[src/rtl/rmq_pkg.sv]
// rmq_pkg: shared types, constants and width helpers for the matrix to
// quaternion converter; no dependencies
package rmq_pkg;

    // field widths of the request and result channels
    localparam int MAT_W = 16;
    localparam int QW_W  = 15;
    localparam int QV_W  = 16;

    // largest magnitude the result fields can carry
    localparam int MAG_FIELD_MAX = 32767;

    // one root lane per quaternion part
    localparam int NUM_LANES = 4;
    localparam int LANE_W = 0;
    localparam int LANE_X = 1;
    localparam int LANE_Y = 2;
    localparam int LANE_Z = 3;

    // control and sign bits that travel beside the root lanes
    typedef struct packed {
        logic valid;
        logic neg_x;
        logic neg_y;
        logic neg_z;
    } t_ctl;

    // signed width of 1.0 plus three matrix entries
    function automatic int arg_width(input int frac);
        return ((frac > MAT_W) ? frac : MAT_W) + 3;
    endfunction

    // even width of the shifted root argument
    function automatic int rad_width(input int frac);
        int rw;
        rw = arg_width(frac) - 1 + frac;
        return rw + (rw % 2);
    endfunction

endpackage

[src/rtl/rmq_if.sv]
// rmq_if: valid/ready channel interfaces for matrix requests and quaternion results
// depends on rmq_pkg
interface rmq_in_if;
    import rmq_pkg::*;

    logic                    valid;
    logic                    ready;
    logic signed [MAT_W-1:0] m00;
    logic signed [MAT_W-1:0] m01;
    logic signed [MAT_W-1:0] m02;
    logic signed [MAT_W-1:0] m10;
    logic signed [MAT_W-1:0] m11;
    logic signed [MAT_W-1:0] m12;
    logic signed [MAT_W-1:0] m20;
    logic signed [MAT_W-1:0] m21;
    logic signed [MAT_W-1:0] m22;

    modport source (
        output valid, m00, m01, m02, m10, m11, m12, m20, m21, m22,
        input  ready
    );
    modport sink (
        input  valid, m00, m01, m02, m10, m11, m12, m20, m21, m22,
        output ready
    );
endinterface

interface rmq_out_if;
    import rmq_pkg::*;

    logic                   valid;
    logic                   ready;
    logic        [QW_W-1:0] quat_w;
    logic signed [QV_W-1:0] quat_x;
    logic signed [QV_W-1:0] quat_y;
    logic signed [QV_W-1:0] quat_z;

    modport source (
        output valid, quat_w, quat_x, quat_y, quat_z,
        input  ready
    );
    modport sink (
        input  valid, quat_w, quat_x, quat_y, quat_z,
        output ready
    );
endinterface

[src/rtl/rmq_root_cell.sv]
// rmq_root_cell: one bit of a restoring square root for four lanes, registered
// depends on rmq_pkg
module rmq_root_cell #(
    parameter int RWE = 32,
    parameter int RB  = 16
) (
    input  logic                                   i_clk,
    input  logic                                   i_rst_n,
    input  rmq_pkg::t_ctl                          i_ctl,
    input  logic [rmq_pkg::NUM_LANES-1:0][RWE-1:0] i_rad,
    input  logic [rmq_pkg::NUM_LANES-1:0][RB+1:0]  i_rem,
    input  logic [rmq_pkg::NUM_LANES-1:0][RB-1:0]  i_root,
    input  logic                                   i_ready_dn,
    output logic                                   o_ready_up,
    output rmq_pkg::t_ctl                          o_ctl,
    output logic [rmq_pkg::NUM_LANES-1:0][RWE-1:0] o_rad,
    output logic [rmq_pkg::NUM_LANES-1:0][RB+1:0]  o_rem,
    output logic [rmq_pkg::NUM_LANES-1:0][RB-1:0]  o_root
);
    import rmq_pkg::*;

    logic                          r_valid;
    logic                          r_neg_x;
    logic                          r_neg_y;
    logic                          r_neg_z;
    logic [NUM_LANES-1:0][RWE-1:0] r_rad;
    logic [NUM_LANES-1:0][RB+1:0]  r_rem;
    logic [NUM_LANES-1:0][RB-1:0]  r_root;
    logic [NUM_LANES-1:0][RWE-1:0] n_rad;
    logic [NUM_LANES-1:0][RB+1:0]  n_rem;
    logic [NUM_LANES-1:0][RB-1:0]  n_root;
    logic [NUM_LANES-1:0][RB+1:0]  rem_sh;
    logic [NUM_LANES-1:0][RB+1:0]  trial;
    logic [NUM_LANES-1:0]          take;

    // stage moves when empty or when the next stage takes its request
    assign o_ready_up = !r_valid || i_ready_dn;

    // bring down two radicand bits and try the next root bit
    always_comb begin
        for (int l = 0; l < NUM_LANES; l++) begin
            rem_sh[l] = {i_rem[l][RB-1:0], i_rad[l][RWE-1:RWE-2]};
            trial[l]  = {i_root[l], 2'b01};
            take[l]   = rem_sh[l] >= trial[l];
            n_rem[l]  = take[l] ? (rem_sh[l] - trial[l]) : rem_sh[l];
            n_root[l] = {i_root[l][RB-2:0], take[l]};
            n_rad[l]  = {i_rad[l][RWE-3:0], 2'b00};
        end
    end

    // stage register
    always_ff @(posedge i_clk) begin
        if (!i_rst_n) begin
            r_valid <= 1'b0;
        end else if (o_ready_up) begin
            r_valid <= i_ctl.valid;
        end
        if (o_ready_up) begin
            r_neg_x <= i_ctl.neg_x;
            r_neg_y <= i_ctl.neg_y;
            r_neg_z <= i_ctl.neg_z;
            r_rad   <= n_rad;
            r_rem   <= n_rem;
            r_root  <= n_root;
        end
    end

    assign o_ctl  = '{valid: r_valid, neg_x: r_neg_x, neg_y: r_neg_y, neg_z: r_neg_z};
    assign o_rad  = r_rad;
    assign o_rem  = r_rem;
    assign o_root = r_root;

endmodule

[src/rtl/rmq_prep.sv]
// rmq_prep: input stage, forms the four clamped root arguments and the signs
// depends on rmq_pkg and rmq_if
module rmq_prep #(
    parameter int FRAC_BITS = 14
) (
    input  logic                                   i_clk,
    input  logic                                   i_rst_n,
    rmq_in_if.sink                                 i_req,
    input  logic                                   i_ready_dn,
    output rmq_pkg::t_ctl                          o_ctl,
    output logic [rmq_pkg::NUM_LANES-1:0][rmq_pkg::rad_width(FRAC_BITS)-1:0] o_rad
);
    import rmq_pkg::*;

    localparam int AW  = arg_width(FRAC_BITS);
    localparam int RWE = rad_width(FRAC_BITS);
    localparam logic signed [AW-1:0] C_ONE = AW'(1 << FRAC_BITS);

    logic signed [AW-1:0]          a00;
    logic signed [AW-1:0]          a11;
    logic signed [AW-1:0]          a22;
    logic signed [AW-1:0]          arg [NUM_LANES];
    logic [NUM_LANES-1:0][RWE-1:0] n_rad;
    logic [NUM_LANES-1:0][RWE-1:0] r_rad;
    logic                          r_valid;
    logic                          r_neg_x;
    logic                          r_neg_y;
    logic                          r_neg_z;
    logic                          ready_up;

    assign ready_up    = !r_valid || i_ready_dn;
    assign i_req.ready = ready_up;

    // one plus or minus the diagonal for each quaternion part
    always_comb begin
        a00 = AW'(i_req.m00);
        a11 = AW'(i_req.m11);
        a22 = AW'(i_req.m22);
        arg[LANE_W] = C_ONE + a00 + a11 + a22;
        arg[LANE_X] = C_ONE + a00 - a11 - a22;
        arg[LANE_Y] = C_ONE - a00 + a11 - a22;
        arg[LANE_Z] = C_ONE - a00 - a11 + a22;
        for (int l = 0; l < NUM_LANES; l++) begin
            // clamp non-positive arguments to zero, then scale by 1.0
            if (arg[l] > 0) begin
                n_rad[l] = RWE'({arg[l][AW-2:0], {FRAC_BITS{1'b0}}});
            end else begin
                n_rad[l] = '0;
            end
        end
    end

    // stage register
    always_ff @(posedge i_clk) begin
        if (!i_rst_n) begin
            r_valid <= 1'b0;
        end else if (ready_up) begin
            r_valid <= i_req.valid;
        end
        if (ready_up) begin
            r_neg_x <= i_req.m21 < i_req.m12;
            r_neg_y <= i_req.m02 < i_req.m20;
            r_neg_z <= i_req.m10 < i_req.m01;
            r_rad   <= n_rad;
        end
    end

    assign o_ctl = '{valid: r_valid, neg_x: r_neg_x, neg_y: r_neg_y, neg_z: r_neg_z};
    assign o_rad = r_rad;

endmodule

[src/rtl/rotation_matrix_to_quaternion_core.sv]
// rotation_matrix_to_quaternion_core: one argument stage, one root cell per
// root bit, one output register. Throughput is one request per cycle while the
// output is not stalled; each stage moves when its successor can take its
// content, so bubbles close up under stall.
// Synchronous active-low reset clears the stage valid bits only; no warm-up pass.
// depends on rmq_pkg, rmq_if, rmq_prep and rmq_root_cell
module rotation_matrix_to_quaternion_core #(
    parameter int FRAC_BITS = 14
) (
    input  logic       i_clk,
    input  logic       i_rst_n,
    rmq_in_if.sink     i_in,
    rmq_out_if.source  o_out
);
    import rmq_pkg::*;

    localparam int RWE     = rad_width(FRAC_BITS);
    localparam int RB      = RWE / 2;
    localparam int MW      = (RB - 1 > QV_W) ? RB - 1 : QV_W;
    localparam int SAT_INT = ((1 << FRAC_BITS) < MAG_FIELD_MAX) ?
                             (1 << FRAC_BITS) : MAG_FIELD_MAX;

    t_ctl                          ctl_c   [RB+1];
    logic [NUM_LANES-1:0][RWE-1:0] rad_c   [RB+1];
    logic [NUM_LANES-1:0][RB+1:0]  rem_c   [RB+1];
    logic [NUM_LANES-1:0][RB-1:0]  root_c  [RB+1];
    logic [RB:0]                   ready_c;

    logic                          r_out_valid;
    logic [QW_W-1:0]               r_quat_w;
    logic signed [QV_W-1:0]        r_quat_x;
    logic signed [QV_W-1:0]        r_quat_y;
    logic signed [QV_W-1:0]        r_quat_z;
    logic [QW_W-1:0]               n_quat_w;
    logic signed [QV_W-1:0]        n_quat_x;
    logic signed [QV_W-1:0]        n_quat_y;
    logic signed [QV_W-1:0]        n_quat_z;
    logic [MW-1:0]                 mag_ext [NUM_LANES];
    logic [QW_W-1:0]               mag     [NUM_LANES];
    logic                          out_ready_up;

    // argument stage
    rmq_prep #(
        .FRAC_BITS (FRAC_BITS)
    ) u_prep (
        .i_clk      (i_clk),
        .i_rst_n    (i_rst_n),
        .i_req      (i_in),
        .i_ready_dn (ready_c[0]),
        .o_ctl      (ctl_c[0]),
        .o_rad      (rad_c[0])
    );

    // root starts from an empty remainder and root
    assign rem_c[0]  = '0;
    assign root_c[0] = '0;

    // chain of root cells, most significant root bit first
    for (genvar k = 0; k < RB; k++) begin : g_cell
        rmq_root_cell #(
            .RWE (RWE),
            .RB  (RB)
        ) u_cell (
            .i_clk      (i_clk),
            .i_rst_n    (i_rst_n),
            .i_ctl      (ctl_c[k]),
            .i_rad      (rad_c[k]),
            .i_rem      (rem_c[k]),
            .i_root     (root_c[k]),
            .i_ready_dn (ready_c[k+1]),
            .o_ready_up (ready_c[k]),
            .o_ctl      (ctl_c[k+1]),
            .o_rad      (rad_c[k+1]),
            .o_rem      (rem_c[k+1]),
            .o_root     (root_c[k+1])
        );
    end

    assign out_ready_up = !r_out_valid || o_out.ready;
    assign ready_c[RB]  = out_ready_up;

    // halve the root, saturate, apply the signs
    always_comb begin
        for (int l = 0; l < NUM_LANES; l++) begin
            mag_ext[l] = MW'(root_c[RB][l] >> 1);
            mag[l] = (mag_ext[l] > MW'(SAT_INT)) ? QW_W'(SAT_INT) : mag_ext[l][QW_W-1:0];
        end
        n_quat_w = mag[LANE_W];
        n_quat_x = ctl_c[RB].neg_x ? $signed(QV_W'(0) - {1'b0, mag[LANE_X]})
                                   : $signed({1'b0, mag[LANE_X]});
        n_quat_y = ctl_c[RB].neg_y ? $signed(QV_W'(0) - {1'b0, mag[LANE_Y]})
                                   : $signed({1'b0, mag[LANE_Y]});
        n_quat_z = ctl_c[RB].neg_z ? $signed(QV_W'(0) - {1'b0, mag[LANE_Z]})
                                   : $signed({1'b0, mag[LANE_Z]});
    end

    // output register
    always_ff @(posedge i_clk) begin
        if (!i_rst_n) begin
            r_out_valid <= 1'b0;
        end else if (out_ready_up) begin
            r_out_valid <= ctl_c[RB].valid;
        end
        if (out_ready_up) begin
            r_quat_w <= n_quat_w;
            r_quat_x <= n_quat_x;
            r_quat_y <= n_quat_y;
            r_quat_z <= n_quat_z;
        end
    end

    assign o_out.valid  = r_out_valid;
    assign o_out.quat_w = r_quat_w;
    assign o_out.quat_x = r_quat_x;
    assign o_out.quat_y = r_quat_y;
    assign o_out.quat_z = r_quat_z;

`ifndef ASSERT_OFF
    localparam logic signed [QV_W-1:0] SAT_S = QV_W'(SAT_INT);

    // an accepted request lands in the argument stage
    a_req_lands: assert property (@(posedge i_clk) disable iff (!i_rst_n)
        (i_in.valid && i_in.ready) |=> ctl_c[0].valid)
        else $error("accepted request lost at argument stage");

    // a finished root moves into the output register when it is free
    a_out_loads: assert property (@(posedge i_clk) disable iff (!i_rst_n)
        (ctl_c[RB].valid && out_ready_up) |=> o_out.valid)
        else $error("finished root not loaded into output register");

    // scalar part stays within the saturation bound
    a_w_bound: assert property (@(posedge i_clk) disable iff (!i_rst_n)
        o_out.valid |-> (o_out.quat_w <= QW_W'(SAT_INT)))
        else $error("quat_w above saturation bound");

    // vector parts stay within the saturation bound
    a_xyz_bound: assert property (@(posedge i_clk) disable iff (!i_rst_n)
        o_out.valid |-> ((o_out.quat_x <= SAT_S) && (o_out.quat_x >= -SAT_S) &&
                         (o_out.quat_y <= SAT_S) && (o_out.quat_y >= -SAT_S) &&
                         (o_out.quat_z <= SAT_S) && (o_out.quat_z >= -SAT_S)))
        else $error("vector part above saturation bound");
`endif

endmodule

[src/flat_wrapper.sv]
// flat-port wrapper written by rule: the top's interface ports become plain ports
module rotation_matrix_to_quaternion_core_flat import rmq_pkg::*;
#(
    parameter int FRAC_BITS = 14
)
  (i_clk, i_rst_n, i_in_valid, i_in_m00, i_in_m01, i_in_m02, i_in_m10, i_in_m11, i_in_m12, i_in_m20, i_in_m21, i_in_m22, i_in_ready, o_out_valid, o_out_quat_w, o_out_quat_x, o_out_quat_y, o_out_quat_z, o_out_ready);
  rmq_in_if i_in_i ();
  rmq_out_if o_out_i ();
  input  logic i_clk;
  input  logic i_rst_n;
  input wire logic [$bits(i_in_i.valid)-1:0] i_in_valid;
  input wire logic [$bits(i_in_i.m00)-1:0] i_in_m00;
  input wire logic [$bits(i_in_i.m01)-1:0] i_in_m01;
  input wire logic [$bits(i_in_i.m02)-1:0] i_in_m02;
  input wire logic [$bits(i_in_i.m10)-1:0] i_in_m10;
  input wire logic [$bits(i_in_i.m11)-1:0] i_in_m11;
  input wire logic [$bits(i_in_i.m12)-1:0] i_in_m12;
  input wire logic [$bits(i_in_i.m20)-1:0] i_in_m20;
  input wire logic [$bits(i_in_i.m21)-1:0] i_in_m21;
  input wire logic [$bits(i_in_i.m22)-1:0] i_in_m22;
  output wire logic [$bits(i_in_i.ready)-1:0] i_in_ready;
  output wire logic [$bits(o_out_i.valid)-1:0] o_out_valid;
  output wire logic [$bits(o_out_i.quat_w)-1:0] o_out_quat_w;
  output wire logic [$bits(o_out_i.quat_x)-1:0] o_out_quat_x;
  output wire logic [$bits(o_out_i.quat_y)-1:0] o_out_quat_y;
  output wire logic [$bits(o_out_i.quat_z)-1:0] o_out_quat_z;
  input wire logic [$bits(o_out_i.ready)-1:0] o_out_ready;
  assign i_in_i.valid = i_in_valid;
  assign i_in_i.m00 = i_in_m00;
  assign i_in_i.m01 = i_in_m01;
  assign i_in_i.m02 = i_in_m02;
  assign i_in_i.m10 = i_in_m10;
  assign i_in_i.m11 = i_in_m11;
  assign i_in_i.m12 = i_in_m12;
  assign i_in_i.m20 = i_in_m20;
  assign i_in_i.m21 = i_in_m21;
  assign i_in_i.m22 = i_in_m22;
  assign i_in_ready = i_in_i.ready;
  assign o_out_valid = o_out_i.valid;
  assign o_out_quat_w = o_out_i.quat_w;
  assign o_out_quat_x = o_out_i.quat_x;
  assign o_out_quat_y = o_out_i.quat_y;
  assign o_out_quat_z = o_out_i.quat_z;
  assign o_out_i.ready = o_out_ready;
  rotation_matrix_to_quaternion_core #(.FRAC_BITS(FRAC_BITS)) u_core (.i_clk(i_clk), .i_rst_n(i_rst_n), .i_in(i_in_i), .o_out(o_out_i));
endmodule
[config.mk]
export PLATFORM = sky130hd
export DESIGN_NAME = rotation_matrix_to_quaternion_core_flat
export DESIGN_NICKNAME = d
export VERILOG_FILES = /design/src/rtl/rmq_pkg.sv /design/src/rtl/rmq_if.sv /design/src/rtl/rmq_root_cell.sv /design/src/rtl/rmq_prep.sv /design/src/rtl/rotation_matrix_to_quaternion_core.sv /design/src/flat_wrapper.sv
export SDC_FILE = /design/constraint.sdc
export NUM_CORES = 2
export LEC_CHECK = 0
export ABC_AREA = 0
export BUFFER_PORTS_ARGS = -buffer_cell sky130_fd_sc_hd__clkbuf_2
export CORE_MARGIN = 1.5
export CORE_UTILIZATION = 50
export CTS_CLUSTER_SIZE = 40
export DETAILED_ROUTE_END_ITERATION = 7
export GPL_ROUTABILITY_DRIVEN = 0
export GPL_TIMING_DRIVEN = 0
export PLACE_DENSITY = 0.66
export SLEW_MARGIN = 40
export SYNTH_ARGS = -nofsm -noshare
export SYNTH_HDL_FRONTEND = slang
export SYNTH_SLANG_ARGS = --single-unit
export TNS_END_PERCENT = 50
[constraint.sdc]
create_clock -name i_clk -period 10.7 [get_ports i_clk]
set_clock_uncertainty 0.1 [all_clocks]
set_input_delay 2.14 -clock i_clk [delete_from_list [all_inputs] [get_ports i_clk]]
set_output_delay 2.14 -clock i_clk [all_outputs]
set_load 0.05 [all_outputs]
Word level (Yosys, flattened, before mapping)
Cells that the tools add are included.

word-level totals
  flip-flop bits (word level) = 2672
  output and inout port bits = 65

cells by class
  reduce and logical (&&, ||, !) cells = 36
  $add $sub $neg = 73
  order comparisons = 75
  mux-type cells = 66

operator list
  operator                                                                          number
  16-bit two-way mux                                                                56
  15-bit two-way mux                                                                6
  19-bit by 1-bit greater-than comparator with 1-bit output, second input constant  4
  18-bit by 10-bit >= comparator with 1-bit output                                  4
  18-bit by 11-bit >= comparator with 1-bit output                                  4
  18-bit by 12-bit >= comparator with 1-bit output                                  4
  18-bit by 13-bit >= comparator with 1-bit output                                  4
  18-bit by 14-bit >= comparator with 1-bit output                                  4
  18-bit by 15-bit >= comparator with 1-bit output                                  4
  18-bit by 16-bit >= comparator with 1-bit output                                  4
  18-bit by 17-bit >= comparator with 1-bit output                                  4
  18-bit by 3-bit >= comparator with 1-bit output                                   4
  18-bit by 4-bit >= comparator with 1-bit output                                   4
  18-bit by 5-bit >= comparator with 1-bit output                                   4
  18-bit by 6-bit >= comparator with 1-bit output                                   4
  18-bit by 7-bit >= comparator with 1-bit output                                   4
  18-bit by 8-bit >= comparator with 1-bit output                                   4
  18-bit by 9-bit >= comparator with 1-bit output                                   4
  16-bit by 10-bit subtractor with 16-bit output                                    4
  16-bit by 11-bit subtractor with 16-bit output                                    4
  16-bit by 12-bit subtractor with 16-bit output                                    4
  16-bit by 13-bit subtractor with 16-bit output                                    4
  16-bit by 14-bit subtractor with 16-bit output                                    4
  16-bit by 15-bit subtractor with 16-bit output                                    4
  22 further kinds                                                                  100

Depth between registers and ports, before layout
  word-level depth = 19
  gate-level depth with buffers = 20

Hierarchy
From an unflattened synthesis, not the netlist that was laid out.

unflattened totals
  cell total of the unflattened synthesis = 16290
  area, all modules = 212264.8 um2

by module, submodules not included
  module                                       instances  area an instance (um2)  cells each
  rmq_root_cell (u_core.g_cell[1].u_cell ...)  9          12319.3                 924
  rmq_root_cell (u_core.g_cell[0].u_cell ...)  6          12659.6                 952
  rmq_root_cell (u_core.g_cell[15].u_cell)     1          12348.1                 906
  rmq_prep                                     1          9586.7                  1042
  rotation_matrix_to_quaternion_core           1          3498.4                  314

Worst setup path after synthesis
No wires, ideal clock.

  kind = input-to-output
  start point = input o_out_ready
  end point = output i_in_ready
  arrival time = 6.819 ns
  path buffers = 1
  setup slack = 1.641 ns
  data required time = 8.460 ns
  stages on the path = 10
  cell sequence = nor2b_1 and2_1 inv_1 nor2_1 and2_1 clkbuf_1 and3_1 and2_1 and3_1 nand3_1

on the way
  longest elaborated chain between the ends = 18

RTL lines
  item                                           RTL line                                  text
  from (decl)                                    flat_wrapper.sv:27                        input wire logic [$bits(o_out_i.ready)-1:0] o_out_ready;
  1-bit logical OR                               rotation_matrix_to_quaternion_core.sv:79  assign out_ready_up = !r_out_valid || o_out.ready;
  1-bit logical OR                               rmq_root_cell.sv:37                       assign o_ready_up = !r_valid || i_ready_dn;
  named net u_core.g_cell[14].u_cell.i_ready_dn  rmq_root_cell.sv:13                       input logic i_ready_dn,
  1-bit logical OR (15 in series)                rmq_root_cell.sv:37
  1-bit logical OR                               rmq_prep.sv:31                            assign ready_up = !r_valid || i_ready_dn;
  to (decl)                                      flat_wrapper.sv:21                        output wire logic [$bits(i_in_i.ready)-1:0] i_in_ready;

The timed path passes the listed nets, and every way through them passes these cells.

Final worst setup path
Ends and elaborated chain as after synthesis.

==> results.md <==
* Max IR drop VDD at 0.0001983 V
* Crit Path Class: in -> out
* Post-synth cell types at 84
* Top post-synthesis cells by area: edfxtp_1 (59%), ha_1 (8.4%), inv_1 (3.5%)
* Initial core utilization at 50.42%
* Crit path capture type: output port
* 1st-pass router iterations at 5
* Top FF cell, synth: edfxtp_1
* Routed wire length at 147.5 mm
* Largest area contributor in the netlist: edfxtp_1
* CP Max Fanout at 28
* Total CTS buffers at 184
* Rel. slew slack at 45.91%
* CTS tree: done
* DR vias at 54050
* Antenna violations before repair at 6
* Floorplan row count at 157
* Area growth syn-to-layout at 11.79%
* Worst-path clk slew at 0.06 ns
* Ratio of cells with drive above 1 in the final layout at 8.859%
* Bufs on Longest Clock Path at 3
* Sequential share of the synthesized area at 59.66%
* Fmax at 112.8 MHz
* Critical Path RT at 8.46 ns
* Via density at 5.164
* Static leakage power at 0.04332 µW
* Worst slew pin tran at 0.8113 ns
* Synth top area share at 59.27%
* Synth Register Bits at 1844
* Post-Syn Area at 92510 µm²
* Clock sinks at 1844
* Worst Hold Class: reg -> reg
* GRT Overall Usage at 15.80%
* Final Cycle Share at 82.86%
* Root buf cell: clkbuf_16
* Top-Level Pins at 213
* Worst path top cell family by delay: simple AND/OR/NAND/NOR gates
* Final Cell Area at 103400 µm²
* Slew Limit Fails at 0
* Full die area at 187600 µm²
* Vias in the first global route at 54400
* Fin crit period at 8.866 ns
* EDFF count, synth at 1826
* Outcome: finished clean
* Post-synthesis async set-or-reset flop share at 0%
* Placement Cell Area at 97430 µm²
* Die width at 433.2 µm
* Worst-Skew Late Latency at 0.80 ns
* Crit path DAT at 6.63 ns
* Crit-path cells: clkbuf_2, nor2b_1, and2_1, inv_4, nor2_1, and2_1, clkbuf_1, and3_1, and2_1, and3_1, nand3_4, clkbuf_2
* Post-route DRC at 0
* Cell mode on critical path: and2_1
* Detailed Route Iter0 Violations at 2347
* Critical Path Max Stage Delay at 0.62 ns
* Area of the core at 183500 µm²
* Fill cell count at 14670
* Syn. warnings at 0
* Commonest non-fill, non-tap cell in the layout: edfxtp_1
* Grt total ovfl at 0
* Post-layout power at 28070 µW
* Cell Pwr Density at 271.4 nW/µm²
* Final Hold Viols at 0
* H-tree depth at 4
* Critical path startpoint category: primary input
* Largest net degree at the start of global routing at 88
* DIE HEIGHT at 433.2 µm
* RSZ-0062 raised after global routing: no
* Commonest cells after routing, fill and taps aside: edfxtp_1 (1826), inv_1 (866), ha_1 (619)
* Routed WL per cell at 14.09 µm
* Setup Buffers After CTS at 0
* Nets@finish at 8702
* Post-CTS Resized at 0
* Post-Syn Area per Cell at 12.47 µm²
* Met2 Use GR at 28.92%
* DP Wirelength at 112.3 mm
* Met1 GRT Util at 18.60%
* Met3 Usage GRT at 2.573%
* GR peak layer: met2
* CP max stage cell: clkbuf_1
* First-pass GRT wire length at 249.0 mm
* Worst path bufs/invs at 4
* CTS Hold Bufs at 0
* Max-cap violations at 0
* Antenna Nets Post-Route at 0
* # setup viols final at 0
* Post-synthesis cell count at 7418
* I/O Buffers at 212
-- worst register-to-register path, stage by stage (launching register included) --
cell	delay (ns)
dfxtp_1	0.32
nor2b_1	0.29
and2_1	0.40
inv_4	0.17
nor2_1	0.54
and2_1	0.22
clkbuf_1	0.62
and3_1	0.44
and2_1	0.41
and3_1	0.50
nand3_4	0.44
buf_12	0.36
buf_12	0.20
-- synth_stat cells (all sizes together), types with 84 or more instances --
library cell  instances
nor2                455
xnor2               340
nor3                206
nand2               432
a21o                163
ha                  619
xor2                269
o21a                100
nor2b               110
nor4                 95
inv                 874
a21oi               386
fa                   89
nand3                84
edfxtp             1826
mux2                105
o21ai               356
-- layer usage --
metal	wire length [µm]	vias to the layer above
met5	52	-
met4	4385	8
met3	5257	309
met2	73850	909
met1	63980	25180
li1	-	27640
-- state kept, by name, summed over array words and instances (netlist names), 15 cells and up --
signal and flops:
u_core.g_cell.u_cell.o_rem 812, u_core.g_cell.u_cell.o_root 540, u_core.g_cell.u_cell.o_rad 288, u_core.u_prep.o_rad 72
u_core.g_cell.u_cell.r_neg_x 16, u_core.g_cell.u_cell.r_neg_y 16, u_core.g_cell.u_cell.r_neg_z 16, u_core.g_cell.u_cell.r_valid 16
u_core.o_out.quat_x 16, u_core.o_out.quat_y 16, u_core.o_out.quat_z 16, u_core.o_out.quat_w 15
-- area by class of cell --
class | instances | area, µm² | area share [%]
Sequential cell | 1844 | 55190 | 53.37
Clock inverter | 129 | 1207 | 1.167
Buffer | 93 | 359.1 | 0.3472
Tap cell | 2464 | 3083 | 2.981
Antenna cell | 1 | 2.502 | 0.002420
Timing Repair Buffer | 239 | 1647 | 1.592
Multi-Input combinational cell | 4604 | 33800 | 32.68
Clock buffer | 214 | 4780 | 4.621
Inverter | 880 | 3351 | 3.240
-- stage by stage --
step           std cells  hold slack (ns)  setup TNS [ns]  setup slack, ns  utilization, %
2_1_floorplan       7421           0.3003               0            1.641               -
3_3_place_gp       10100           0.3003          -6.293          -0.8547           52.69
3_5_place_dp       10120           0.3045               0            1.851           53.10
4_1_cts            10470           0.2771               0            1.822           56.36
5_1_grt            10470           0.2793               0            1.500           56.37
6_report           10470           0.2827               0            1.834           56.37
-- cells by family after synthesis --
kind of cell    synth area share [%]
flops                          59.66
simple gates                   9.581
compound gates                 9.262
buf+inv                        3.959
fa+ha+maj                      10.31
xor+xnor                       5.765
mux                            1.462
other cells                 0.004053
-- worst paths after layout --
kind / start / end / slack, ns / cells after the start
setup / recovery: o_out_ready / i_in_ready / 1.83 / 12
hold / removal: u_core.g_cell[0].u_cell.o_rad[54] / u_core.g_cell[1].u_cell.o_rad[56] / 0.28 / 0
setup reg to reg: u_core.o_out.valid / u_core.u_prep.o_rad[120] / 5.44 / 12
hold reg to reg: u_core.g_cell[0].u_cell.o_rad[54] / u_core.g_cell[1].u_cell.o_rad[56] / 0.28 / 0
-- power by group --
group | internal, µW | switching [µW] | leakage (µW)
Clock | 3640 | 2620 | 0.00291
Combinational | 3870 | 4810 | 0.0220
Sequential | 11700 | 1470 | 0.0184
Total | 19200 | 8900 | 0.0433
Power figures use the tool's default switching activity.
